### src/nmea_pkg.sv
package nmea_pkg;

  localparam int LINE_BYTES_DEF       = 128;
  localparam int MAX_SENTENCE_LEN_DEF = 82;

  localparam int BYTE_W = 8;
  localparam int CNT_W  = 8;

  typedef logic [BYTE_W-1:0] byte_t;

  localparam byte_t CH_DOLLAR  = 8'h24;
  localparam byte_t CH_STAR    = 8'h2A;
  localparam byte_t CH_NEWLINE = 8'h0A;
  localparam byte_t CH_NUL     = 8'h00;

  localparam int PREFIX_LEN = 6;

  // "$GPRMC"
  function automatic byte_t prefix_char(input logic [2:0] idx);
    byte_t c;
    case (idx)
      3'd0:    c = 8'h24;
      3'd1:    c = 8'h47;
      3'd2:    c = 8'h50;
      3'd3:    c = 8'h52;
      3'd4:    c = 8'h4D;
      3'd5:    c = 8'h43;
      default: c = 8'h00;
    endcase
    return c;
  endfunction

  // uppercase ASCII hex digit
  function automatic byte_t hex_char(input logic [3:0] nib);
    byte_t c;
    if (nib < 4'd10) begin
      c = 8'h30 + {4'd0, nib};
    end else begin
      c = 8'h37 + {4'd0, nib};
    end
    return c;
  endfunction

endpackage

### src/nmea_line_checksum_checker_unit.sv
// Channel  | Dir | Ports                                                    | Beat
// in_      | in  | in_valid, in_stall, in_rx_byte                           | one rx byte
// out_     | out | out_valid, out_stall, out_line_done, out_checksum_ok,    | one result
//          |     | out_computed_sum, out_success                            |
// One byte per cycle while in_stall is low; the result appears in the cycle after the byte is taken.
// The per-byte update of the line state and the output register form one stage.
// A result waiting in the output register does not block input while out_stall is low.
// in_stall is high only while a result is held and out_stall is high.
// rst_n (synchronous, active low) clears line state, sticky flag and out_valid.
module nmea_line_checksum_checker_unit
  import nmea_pkg::*;
#(
  parameter int LINE_BYTES       = LINE_BYTES_DEF,
  parameter int MAX_SENTENCE_LEN = MAX_SENTENCE_LEN_DEF
) (
  input  logic        clk,
  input  logic        rst_n,
  input  logic        in_valid,
  output logic        in_stall,
  input  logic [7:0]  in_rx_byte,
  output logic        out_valid,
  input  logic        out_stall,
  output logic        out_line_done,
  output logic        out_checksum_ok,
  output logic [7:0]  out_computed_sum,
  output logic        out_success
);

  localparam logic [2:0] PH_DOLLAR   = 3'd0;
  localparam logic [2:0] PH_SUM      = 3'd1;
  localparam logic [2:0] PH_HEX_HI   = 3'd2;
  localparam logic [2:0] PH_HEX_LO   = 3'd3;
  localparam logic [2:0] PH_COMPLETE = 3'd4;
  localparam logic [2:0] PH_FAIL     = 3'd5;

  localparam logic [CNT_W-1:0] LINE_LIM = LINE_BYTES[CNT_W-1:0];
  localparam logic [CNT_W-1:0] SENT_LIM = MAX_SENTENCE_LEN[CNT_W-1:0];
  localparam logic [CNT_W-1:0] PFX_LIM  = PREFIX_LEN[CNT_W-1:0];

  logic [CNT_W-1:0] cnt_r, cnt_nxt;
  byte_t            xor_r, xor_nxt;
  logic [2:0]       phase_r, phase_nxt;
  logic [15:0]      hex_r, hex_nxt;
  logic             pfx_r, pfx_nxt;
  logic             sticky_r, sticky_nxt;

  logic             ovalid_r;
  logic             odone_r, odone_nxt;
  logic             ook_r, ook_nxt;
  byte_t            osum_r, osum_nxt;

  logic             in_acc;
  logic             line_end;
  logic [15:0]      want;

  assign in_stall = ovalid_r && out_stall;
  assign in_acc   = in_valid && !in_stall;
  assign line_end = (in_rx_byte == CH_NEWLINE) || (cnt_r >= LINE_LIM);
  assign want     = {hex_char(xor_r[7:4]), hex_char(xor_r[3:0])};

  always_comb begin
    cnt_nxt    = cnt_r;
    xor_nxt    = xor_r;
    phase_nxt  = phase_r;
    hex_nxt    = hex_r;
    pfx_nxt    = pfx_r;
    sticky_nxt = sticky_r;
    odone_nxt  = 1'b0;
    ook_nxt    = 1'b0;
    if (line_end) begin
      odone_nxt = 1'b1;
      ook_nxt   = (phase_r == PH_COMPLETE) && (hex_r == want);
      if (ook_nxt) begin
        sticky_nxt = pfx_r && (cnt_r >= PFX_LIM);
      end
      osum_nxt  = xor_r;
      cnt_nxt   = '0;
      xor_nxt   = '0;
      phase_nxt = PH_DOLLAR;
      hex_nxt   = '0;
      pfx_nxt   = 1'b1;
    end else begin
      if ((cnt_r < PFX_LIM) && (in_rx_byte != prefix_char(cnt_r[2:0]))) begin
        pfx_nxt = 1'b0;
      end
      case (phase_r)
        PH_DOLLAR: begin
          phase_nxt = (in_rx_byte == CH_DOLLAR) ? PH_SUM : PH_FAIL;
        end
        PH_SUM: begin
          if ((cnt_r >= SENT_LIM) || (in_rx_byte == CH_NUL)) begin
            phase_nxt = PH_FAIL;
          end else if (in_rx_byte == CH_STAR) begin
            phase_nxt = PH_HEX_HI;
          end else begin
            xor_nxt = xor_r ^ in_rx_byte;
          end
        end
        PH_HEX_HI: begin
          hex_nxt   = {in_rx_byte, 8'h00};
          phase_nxt = PH_HEX_LO;
        end
        PH_HEX_LO: begin
          hex_nxt   = {hex_r[15:8], in_rx_byte};
          phase_nxt = PH_COMPLETE;
        end
        default: begin
        end
      endcase
      cnt_nxt  = cnt_r + 1'b1;
      osum_nxt = xor_nxt;
    end
  end

  always_ff @(posedge clk) begin
    if (!rst_n) begin
      cnt_r    <= '0;
      xor_r    <= '0;
      phase_r  <= PH_DOLLAR;
      hex_r    <= '0;
      pfx_r    <= 1'b1;
      sticky_r <= 1'b0;
      ovalid_r <= 1'b0;
    end else begin
      if (in_acc) begin
        cnt_r    <= cnt_nxt;
        xor_r    <= xor_nxt;
        phase_r  <= phase_nxt;
        hex_r    <= hex_nxt;
        pfx_r    <= pfx_nxt;
        sticky_r <= sticky_nxt;
        ovalid_r <= 1'b1;
      end else if (!out_stall) begin
        ovalid_r <= 1'b0;
      end
    end
  end

  always_ff @(posedge clk) begin
    if (in_acc) begin
      odone_r <= odone_nxt;
      ook_r   <= ook_nxt;
      osum_r  <= osum_nxt;
    end
  end

  assign out_valid        = ovalid_r;
  assign out_line_done    = odone_r;
  assign out_checksum_ok  = ook_r;
  assign out_computed_sum = osum_r;
  assign out_success      = sticky_r;

  a_ok_needs_done: assert property (@(posedge clk) disable iff (!rst_n)
    out_valid && out_checksum_ok |-> out_line_done)
    else $error("checksum_ok without line_done");

  a_clear_after_end: assert property (@(posedge clk) disable iff (!rst_n)
    in_acc && line_end |=> (cnt_r == '0) && (xor_r == '0) && (phase_r == PH_DOLLAR))
    else $error("line state not cleared after line end");

  a_sticky_hold: assert property (@(posedge clk) disable iff (!rst_n)
    !(in_acc && line_end) |=> $stable(sticky_r))
    else $error("sticky flag changed without line end");

  a_cnt_bound: assert property (@(posedge clk) disable iff (!rst_n)
    cnt_r <= LINE_LIM)
    else $error("byte count beyond line store");

endmodule

### config.mk
export PLATFORM = sky130hd
export DESIGN_NAME = nmea_line_checksum_checker_unit
export DESIGN_NICKNAME = d
export VERILOG_FILES = /design/src/nmea_pkg.sv /design/src/nmea_line_checksum_checker_unit.sv
export SDC_FILE = /design/constraint.sdc
export NUM_CORES = 1
export LEC_CHECK = 0
export BUFFER_PORTS_ARGS = -buffer_cell sky130_fd_sc_hd__clkbuf_2
export CAP_MARGIN = 20
export CELL_PAD_IN_SITES_DETAIL_PLACEMENT = 1
export CELL_PAD_IN_SITES_GLOBAL_PLACEMENT = 1
export CORE_MARGIN = 3
export CORE_UTILIZATION = 45
export CTS_BUF_LIST = sky130_fd_sc_hd__clkbuf_16
export CTS_CLUSTER_SIZE = 14
export DETAILED_ROUTE_END_ITERATION = 12
export PLACE_DENSITY = 0.79
export SLEW_MARGIN = 20
export SYNTH_ARGS = -nofsm -noshare
export SYNTH_HDL_FRONTEND = slang
export SYNTH_SLANG_ARGS = --single-unit
### constraint.sdc
create_clock -name clk -period 2.5 [get_ports clk]
set_input_delay 0 -clock clk [delete_from_list [all_inputs] [get_ports clk]]
set_output_delay 0 -clock clk [all_outputs]
set_load 0.05 [all_outputs]
### Yosys cells after proc, flatten, opt, wreduce, memory -nomap -nowiden

Cells that the tools add are included.

* register bits: 48
* latch bits: 0
* memory bits (writable): 0
* bits in read-only memories: 0
* input port bits: 12
* output and inout bits: 13
* word-level logic and storage cells: 82
* memories: 0

* add/sub/neg operators: 5
* multipliers: 0
* divide/modulo/power cells: 0
* order comparisons: 6
* eq/ne operators: 17
* shift operators: 0
* multiplexer cells: 22
* bitwise operators: 1
* reduce and logical (&&, ||, !) cells: 20

Operators by type and width (number)
* $mux W8: 7
* $pmux W7 S6: 1
* $pmux W16 S2: 1
* $add A6 B4 Y7 const A: 4
* $eq A16 B16 Y1: 1
* $eq A8 B6 Y1 const B: 2
* $mux W16: 1
* $mux W7: 2
* $eq A3 B2 Y1 const B: 4
* $mux W3: 4
* $pmux W3 S4: 1
* $eq A3 B3 Y1 const B: 3
* $reduce_and A3 Y1: 3
* $add A8 B1 Y8 const B: 1
* $eq A8 B4 Y1 const B: 1
* $ge A8 B3 Y1 const B: 1
* $ge A8 B7 Y1 const B: 1
* $ge A8 B8 Y1 const B: 1
* $logic_not A8 Y1: 1
* $lt A4 B4 Y1 const B: 2
* $lt A8 B3 Y1 const B: 1
* $ne A8 B8 Y1: 1
* $xor A8 B8 Y8: 1
* $eq A3 B1 Y1 const B: 2
* 12 further kinds: 24

### Logic depth before layout (Yosys ltp)

Gate-level depths: netlist of run 1.

* depth after elaboration: 7
* mapped depth: 9
* mapped depth without buffers: 8

### Least setup slack after synthesis of run 1

Ideal clock, no wire load.

* path type: reg2reg
* start point: register ovalid_r, in the netlist out_valid
* end point: register cnt_r[6]
* setup time: 0.131 ns
* arrival time: 1.731 ns
* data required time: 2.369 ns
* slack: 0.638 ns
* stages on the path, launching flop included: 8
* buffers on the path: 0
* period minus slack after synthesis: 1.862 ns
* cell sequence: dfxtp_1 -> nand2_1 -> nand2_1 -> clkinv_1 -> nand4_1 -> or2_2 -> xor2_1 -> nor2_1

* cells in the longest elaborated chain, start to end: 3

RTL lines
* from (decl): RTL line nmea_line_checksum_checker_unit.sv:47 `logic ovalid_r;`
* from (signal assigned): RTL line nmea_line_checksum_checker_unit.sv:123 `ovalid_r <= 1'b0;`
* from (signal assigned): RTL line nmea_line_checksum_checker_unit.sv:132 `ovalid_r <= 1'b1;`
* from (signal assigned): RTL line nmea_line_checksum_checker_unit.sv:134 `ovalid_r <= 1'b0;`
* $logic_and A1 B1 Y1: RTL line nmea_line_checksum_checker_unit.sv:56 `assign in_stall = ovalid_r && out_stall;`
* $logic_not A1 Y1: RTL line nmea_line_checksum_checker_unit.sv:57 `assign in_acc = in_valid && !in_stall;`
* $logic_and A1 B1 Y1: RTL line nmea_line_checksum_checker_unit.sv:57
* net in_acc: RTL line nmea_line_checksum_checker_unit.sv:52 `logic in_acc;`
* to (signal assigned): RTL line nmea_line_checksum_checker_unit.sv:126 `cnt_r <= cnt_nxt;`
* to (decl): RTL line nmea_line_checksum_checker_unit.sv:40 `logic [CNT_W-1:0] cnt_r, cnt_nxt;`

The timed path passes the listed nets, and every way through them passes these cells.
A chain may end at the register's enable or synchronous reset.

### Final worst setup path of run 1

* start point: register phase_r[0]
* end point: register xor_r[0]

* cells in the longest elaborated chain, start to end: 3

RTL lines
* from (decl): RTL line nmea_line_checksum_checker_unit.sv:42 `logic [2:0] phase_r, phase_nxt;`
* from (signal assigned): RTL line nmea_line_checksum_checker_unit.sv:128 `phase_r <= phase_nxt;`
* $eq A3 B1 Y1: RTL line nmea_line_checksum_checker_unit.sv:86 `case (phase_r)`
* $mux W8: RTL line nmea_line_checksum_checker_unit.sv:86
* $mux W8: RTL line nmea_line_checksum_checker_unit.sv:70 `if (line_end) begin`
* to (signal assigned): RTL line nmea_line_checksum_checker_unit.sv:127 `xor_r <= xor_nxt;`
* to (decl): RTL line nmea_line_checksum_checker_unit.sv:41 `byte_t xor_r, xor_nxt;`

No other way between the ends.

==> flow_metrics.env, run 1 <==
export IMPL_synth_area_um2=2790
export IMPL_start_util=0.4685
export IMPL_finalWirelength_mm=8.061
export IMPL_crit_fanout=10
export IMPL_status="finished, final reports clean"
export IMPL_antenna_found_initial=0
export IMPL_drive_gt1_frac=0.1413
export IMPL_yosysUniqueCellTypes=54
export IMPL_worstRegToRegCells=6
export IMPL_clk_pin_slew_ns=0.07
export IMPL_via_per_inst=5.881
export IMPL_setup_viol=0
export IMPL_gp_congestion=0.8880
export IMPL_cts_tree="built"
export IMPL_wl_per_cell_um=18.49
export IMPL_leakage_nw=1.145
export IMPL_num_vias=2564
export IMPL_die_area_um2=7181
export IMPL_cts_path_max_buffers=2
export IMPL_finalCritPeriodShare=0.8924
export IMPL_overflow=0
export IMPL_grt_max_degree=34
export IMPL_ir_drop_mv=0.4638
export IMPL_numCtsBuffers=5
export IMPL_drc=0
export IMPL_num_io_pins=25
export IMPL_grt_usage=0.2307
export IMPL_grt_pass1_vias=2515
export IMPL_synth_edf_count=10
export IMPL_place_port_buffers=24
export IMPL_hpwl_mm=5.965
export IMPL_synth_ff_type="dfxtp_1"
export IMPL_syn_instance_count=338
export IMPL_hold_depth=4
export IMPL_ys_async_sr_fraction=0
export IMPL_drt_iter0_drc=157
export IMPL_synth_seq_area_share=0.3803
export IMPL_hp_class="in2reg"
export IMPL_criticalPathCategory="reg2reg"
export IMPL_finalMaxSlewViolations=0
export IMPL_grt_pass1_wl_mm=13.21
export IMPL_die_y_um=84.74
export IMPL_maxCapViolations=0
export IMPL_skew_ns=0.007444
export IMPL_critPathLaunchType="flip-flop"
export IMPL_cts_root_buf="clkbuf_16"
export IMPL_syn_num_nets=357
export IMPL_cp_required_ns=2.72
export IMPL_fin_nets=379
export IMPL_cp_arrival_ns=2.45
export IMPL_ant_nets=0
export IMPL_syn_area_per_cell_um2=8.255
export IMPL_fin_crit_ns=2.231
export IMPL_fin_util=0.5309
export IMPL_syn2layout_area_growth_pct=13.32
export IMPL_drt_pass1_iter_count=4
export IMPL_tns_ns=0
export IMPL_ys_warnings_count=0
export IMPL_cp_end_kind="flip-flop"
export IMPL_fmax_mhz=448.2
export IMPL_ys_seq_elements=48
export IMPL_clock_sink_count=48
export IMPL_ctsResizeCount=0
export IMPL_finalHoldViolations=0
export IMPL_rows=28
export IMPL_antenna_cells=0
export IMPL_die_w_um=84.74
export IMPL_worst_slew_pin_slew_ns=0.5789
export IMPL_slew_headroom=0.6115
export IMPL_core_area_um2=5956
export IMPL_p_total_mw=1.908
export IMPL_htree_levels=2
export IMPL_p_per_area_nw_per_um2=603.4
export IMPL_insertion_delay_ns=0.29
export IMPL_rsz0062_at_grt="no"
==> sequential cells by signal (all words and copies together), names as in the netlist <==
| signal | flops |
|---|---|
| hex_r | 16 |
| cnt_r | 8 |
| out_computed_sum | 8 |
| xor_r | 8 |
| phase_r | 3 |
| out_checksum_ok | 1 |
| out_line_done | 1 |
| out_success | 1 |
| out_valid | 1 |
| pfx_r | 1 |
==> per-layer routing <==
metal	GRT usage	up-vias	routed length, µm
li1	-	1238	-
met1	0.3029	1266	3666
met2	0.3929	46	3994
met3	0.03140	14	203
met4	0.07050	0	197
met5	0	-	0
==> critical path, stage by stage (launching register included) <==
cell	delay [ns]
dfxtp_1	0.41
nor2b_1	0.37
nand4b_2	0.19
a21oi_2	0.47
nand2_1	0.21
or3_1	0.37
a21boi_0	0.15
==> kinds of logic after synthesis <==
logic type / synth area share
adder cells (fa/ha/maj): 0.03139
flip-flops: 0.3803
XOR/XNOR: 0.05964
AO/OA/AOI/OAI: 0.2229
AND/OR/NAND/NOR: 0.2511
buffers and inverters: 0.04394
multiplexers: 0.01076
==> through the flow <==
step | instances | hold slack [ns] | worst slack (ns) | instance area, µm²
global placement | 427 | 0.2316 | 0.3443 | 2979
finish | 436 | 0.06126 | 0.2689 | 3162
global route | 436 | 0.09220 | 0.03370 | 3162
detailed placement | 427 | 0.2446 | 0.3184 | 2979
CTS | 436 | 0.05111 | 0.3139 | 3162
floorplan | 338 | 0.1241 | 0.6384 | 2790
==> path summary, 6_finish.rpt <==
path                           startpoint                      to  slack, ns
setup / recovery  phase_r[0]$_SDFFE_PN0P_   xor_r[0]$_SDFFE_PN0P_       0.27
hold reg to reg        pfx_r$_SDFFE_PN1P_      pfx_r$_SDFFE_PN1P_       0.46
setup reg to reg  phase_r[0]$_SDFFE_PN0P_   xor_r[0]$_SDFFE_PN0P_       0.27
hold / removal                  out_stall  out_valid$_SDFFE_PN0P_       0.06
==> power by group <==
part	internal, mW	leakage, nW	switching (mW)
clock	0.476	0.0840	0.309
combinational	0.0856	0.653	0.191
sequential	0.820	0.409	0.0266
==> final cells by class <==
class                   count  area [µm²]
inverters                  14       52.55
repair buffers             31       175.2
fillers                   726        2794
multi-input cells         260        1607
well taps                  75       93.84
flip-flops and latches     48        1061
clock buffers               5       125.1
clock inverters             3       47.55
==> cells in the final DEF, fill, tap and decap left out, drive strengths merged, types with 6 or more instances in the layout <==
cell type	n
nand2	46
buf	6
nor3	10
edfxtp	10
nand3	22
xor2	6
a21boi	26
nor2	24
ha	7
clkbuf	29
inv	13
xnor2	13
or3	7
a21oi	29
nor2b	9
o21ai	18
dfxtp	38
==> cell usage after synthesis, types with 2 or more instances <==
cell / instances / area share
or3_1: 7 / 0.016
dfxtp_1: 38 / 0.27
nor4_1: 2 / 0.0045
o21ai_1: 2 / 0.0036
xnor2_1: 13 / 0.041
nor3_1: 10 / 0.018
inv_1: 12 / 0.016
nor2b_1: 9 / 0.020
clkbuf_1: 10 / 0.013
o21a_1: 4 / 0.011
a21oi_1: 25 / 0.045
nand3_1: 22 / 0.039
mux2i_1: 3 / 0.011
xor2_1: 6 / 0.019
and3_1: 3 / 0.0067
nand4_1: 5 / 0.011
buf_2: 5 / 0.0090
a21o_1: 2 / 0.0054
nand2_1: 46 / 0.062
ha_1: 7 / 0.031
o21ai_0: 16 / 0.029
or2_2: 2 / 0.0045
edfxtp_1: 10 / 0.11
a21oi_2: 3 / 0.0094
a21boi_0: 25 / 0.067
nor2_1: 23 / 0.031
==> what timing repair did <==
action                                 in CTS  in global routing
setup buffers                               0                  0
hold buffers                                1                  0
endpoints found under the hold margin       1                  0
No activity file was read; power rests on OpenSTA's default activity.
==> inputs of run 2 (changes only) <==
--- a/config.mk
+++ b/config.mk
@@ -10,11 +10,11 @@
 export CELL_PAD_IN_SITES_DETAIL_PLACEMENT = 1
 export CELL_PAD_IN_SITES_GLOBAL_PLACEMENT = 1
 export CORE_MARGIN = 3
-export CORE_UTILIZATION = 45
+export CORE_UTILIZATION = 40
 export CTS_BUF_LIST = sky130_fd_sc_hd__clkbuf_16
 export CTS_CLUSTER_SIZE = 14
 export DETAILED_ROUTE_END_ITERATION = 12
-export PLACE_DENSITY = 0.79
+export PLACE_DENSITY = 0.74
 export SLEW_MARGIN = 20
 export SYNTH_ARGS = -nofsm -noshare
 export SYNTH_HDL_FRONTEND = slang
==> constraint.sdc (replaced) <==
create_clock -name clk -period 1.9 [get_ports clk]
set_input_delay 0 -clock clk [delete_from_list [all_inputs] [get_ports clk]]
set_output_delay 0 -clock clk [all_outputs]
set_load 0.05 [all_outputs]
==> run 2 against run 1 <==
  * Clock skew increased by 0.0020 ns
  * Non-clock buffer count increased by 33
  * Wire length increased by 8.3%
  * Sequential cell count unchanged
  * Critical path type unchanged
  * Critical endpoint is now xor_r[3]$_SDFFE_PN0P_
  * Largest power group unchanged
==> flow_metrics.env, run 2 (synthesis results as in run 1) <==
export IMPL_hpwl_mm=6.354
export IMPL_grt_usage=0.2283
export IMPL_die_w_um=89.52
export IMPL_criticalPathCategory="reg2reg"
export IMPL_drive_gt1_frac=0.2335
export IMPL_antenna_cells=0
export IMPL_rows=29
export IMPL_leakage_nw=1.317
export IMPL_r2r_start="cnt_r[1]$_SDFFE_PN0P_"
export IMPL_numCtsBuffers=5
export IMPL_hp_start="rst_n"
export IMPL_grt_pass1_wl_mm=13.80
export IMPL_final_cell_mix="nand2_1 (44), buf_4 (38), dfxtp_1 (35), a21oi_1 (24), clkbuf_2 (24)"
export IMPL_syn2layout_area_growth_pct=24.08
export IMPL_crit_fanout=7
export IMPL_die_y_um=89.52
export IMPL_insertion_delay_ns=0.29
export IMPL_cp_arrival_ns=2.07
export IMPL_skew_ns=0.009473
export IMPL_finalWirelength_mm=8.733
export IMPL_finalCritPeriodShare=0.9751
export IMPL_fmax_mhz=539.8
export IMPL_worstRegToRegCells=6
export IMPL_num_io_pins=25
export IMPL_status="finished, final reports clean"
export IMPL_hold_ws_ns=0.05742
export IMPL_fin_crit_ns=1.853
export IMPL_antenna_found_initial=0
export IMPL_p_seq_frac=0.457
export IMPL_ir_drop_mv=0.3336
export IMPL_crit_start="cnt_r[1]$_SDFFE_PN0P_"
export IMPL_start_util=0.4248
export IMPL_top_register="hex_r"
export IMPL_place_port_buffers=24
export IMPL_via_per_inst=5.522
export IMPL_cp_end_kind="flip-flop"
export IMPL_drt_pass1_iter_count=4
export IMPL_drt_iter0_drc=111
export IMPL_finalHoldViolations=0
export IMPL_crit_slowest_cell="dfxtp_4"
export IMPL_ant_nets=0
export IMPL_p_per_area_nw_per_um2=696.9
export IMPL_drc=0
export IMPL_grt_pass1_vias=2608
export IMPL_worst_slew_pin_slew_ns=0.5675
export IMPL_wl_per_cell_um=17.93
export IMPL_cp_required_ns=2.11
export IMPL_p_int_mw=1.718
export IMPL_core_area_um2=6568
export IMPL_p_switching_mw=0.6942
export IMPL_finalMaxSlewViolations=0
export IMPL_cts_tree="built"
export IMPL_clk_pin_slew_ns=0.07
export IMPL_gp_congestion=0.8169
export IMPL_rsz0062_at_grt="yes"
export IMPL_worstSetupEndpoint="xor_r[3]$_SDFFE_PN0P_"
export IMPL_clock_sink_count=48
export IMPL_fin_nets=412
export IMPL_combinationalPowerShare=0.182
export IMPL_worst_r2r_setup_slack_ns=0.05
export IMPL_cts_path_max_buffers=2
export IMPL_crit_chain="o311ai_4, nand4b_4, a21oi_4, nand2_1, or3_1, a21boi_0"
export IMPL_layout_commonest_cell="nand2_1"
export IMPL_p_clk_frac=0.361
export IMPL_timing_final_ws_setup_ns=0.04731
export IMPL_num_vias=2689
export IMPL_htree_levels=2
export IMPL_overflow=0
export IMPL_critPathMaxStageDelay_ns=0.37
export IMPL_largest_register_ffs=16
export IMPL_hp_class="in2reg"
export IMPL_maxCapViolations=0
export IMPL_detailedPlace_worstSlack_ns=-0.04805
export IMPL_r2r_end="xor_r[3]$_SDFFE_PN0P_"
export IMPL_die_area_um2=8014
export IMPL_cts_root_buf="clkbuf_16"
export IMPL_slew_headroom=0.6188
export IMPL_sw_frac_of_total=0.2877
export IMPL_setup_viol=0
export IMPL_critPathLaunchType="flip-flop"
export IMPL_grt_max_degree=34
[run 2: changes by cell type in the layout (fill, tap and decap cells not counted), moves of 2 or more]
cell,change
buf_4,+32
a21oi_4,+2
dfxtp_2,+2
dfxtp_1,-3
a21boi_0,-2
nand2_1,-2
clkinv_4,-2
[run 2: layer usage]
metal / GRT usage / wire (µm) / vias up
met5: 0 / 0 / -
met4: 0.06360 / 175 / 0
met3: 0.03963 / 311 / 15
met2: 0.3778 / 4095 / 62
met1: 0.3053 / 4151 / 1308
li1: - / - / 1304
[run 2: worst max-delay path: cells and delay by family, from the launching register on]
kind	cells	cell delay [ns]
AO/OA/AOI/OAI	3	0.74
flip-flops	1	0.37
AND/OR/NAND/NOR	3	0.68
[run 2: cell type report]
type	count	area (µm²)
inverter	14	52.55
sequential	48	1067
multi-input combinational	260	1659
clock inverter	3	15.01
fill	826	3105
tap	93	116.4
clock buffer	5	125.1
timing repair buffer	64	426.7
[run 2: through the flow]
stage / total power [mW] / cells / instance area (µm²) / setup TNS (ns) / utilization
detailed placement: 1.535 / 476 / 3234 / -0.1504 / 0.4925
CTS: 2.409 / 486 / 3413 / 0 / 0.5197
global route: 2.511 / 487 / 3462 / -0.1601 / 0.5271
finish: 2.413 / 487 / 3462 / 0 / 0.5271
floorplan: 1.382 / 338 / 2790 / 0 / -
global placement: 1.523 / 476 / 3234 / -0.008795 / 0.4925
[run 2: power groups by stage]
stage	combinational [mW]	clock (mW)	sequential (mW)
after CTS	0.421	0.884	1.10
after global placement	0.399	0	1.12
after floorplan	0.197	0	1.19
final	0.439	0.870	1.10
after detailed placement	0.407	0	1.13
after global routing	0.476	0.926	1.11
[run 2: how the worst min path moves through the flow]
stage | depth (start not counted) | to | slack, ns
5_1_grt | 3 | phase_r[2]$_SDFFE_PN0P_ | 0.08
6_report | 3 | phase_r[2]$_SDFFE_PN0P_ | 0.06
3_3_place_gp | 2 | out_valid$_SDFFE_PN0P_ | 0.23
4_1_cts | 3 | phase_r[2]$_SDFFE_PN0P_ | 0.06
3_5_place_dp | 2 | out_valid$_SDFFE_PN0P_ | 0.25
2_1_floorplan | 1 | out_valid$_SDFFE_PN0P_ | 0.12
[run 2: what timing repair did]
| action | 4_1_cts | 5_1_grt |
|---|---|---|
| setup buffers | 1 | 1 |
| pin swaps | 0 | 5 |
| hold buffers | 1 | 0 |
| gates resized for setup | 4 | 14 |
| endpoints found under the hold margin | 1 | 0 |
| setup endpoints to repair | 9 | 14 |
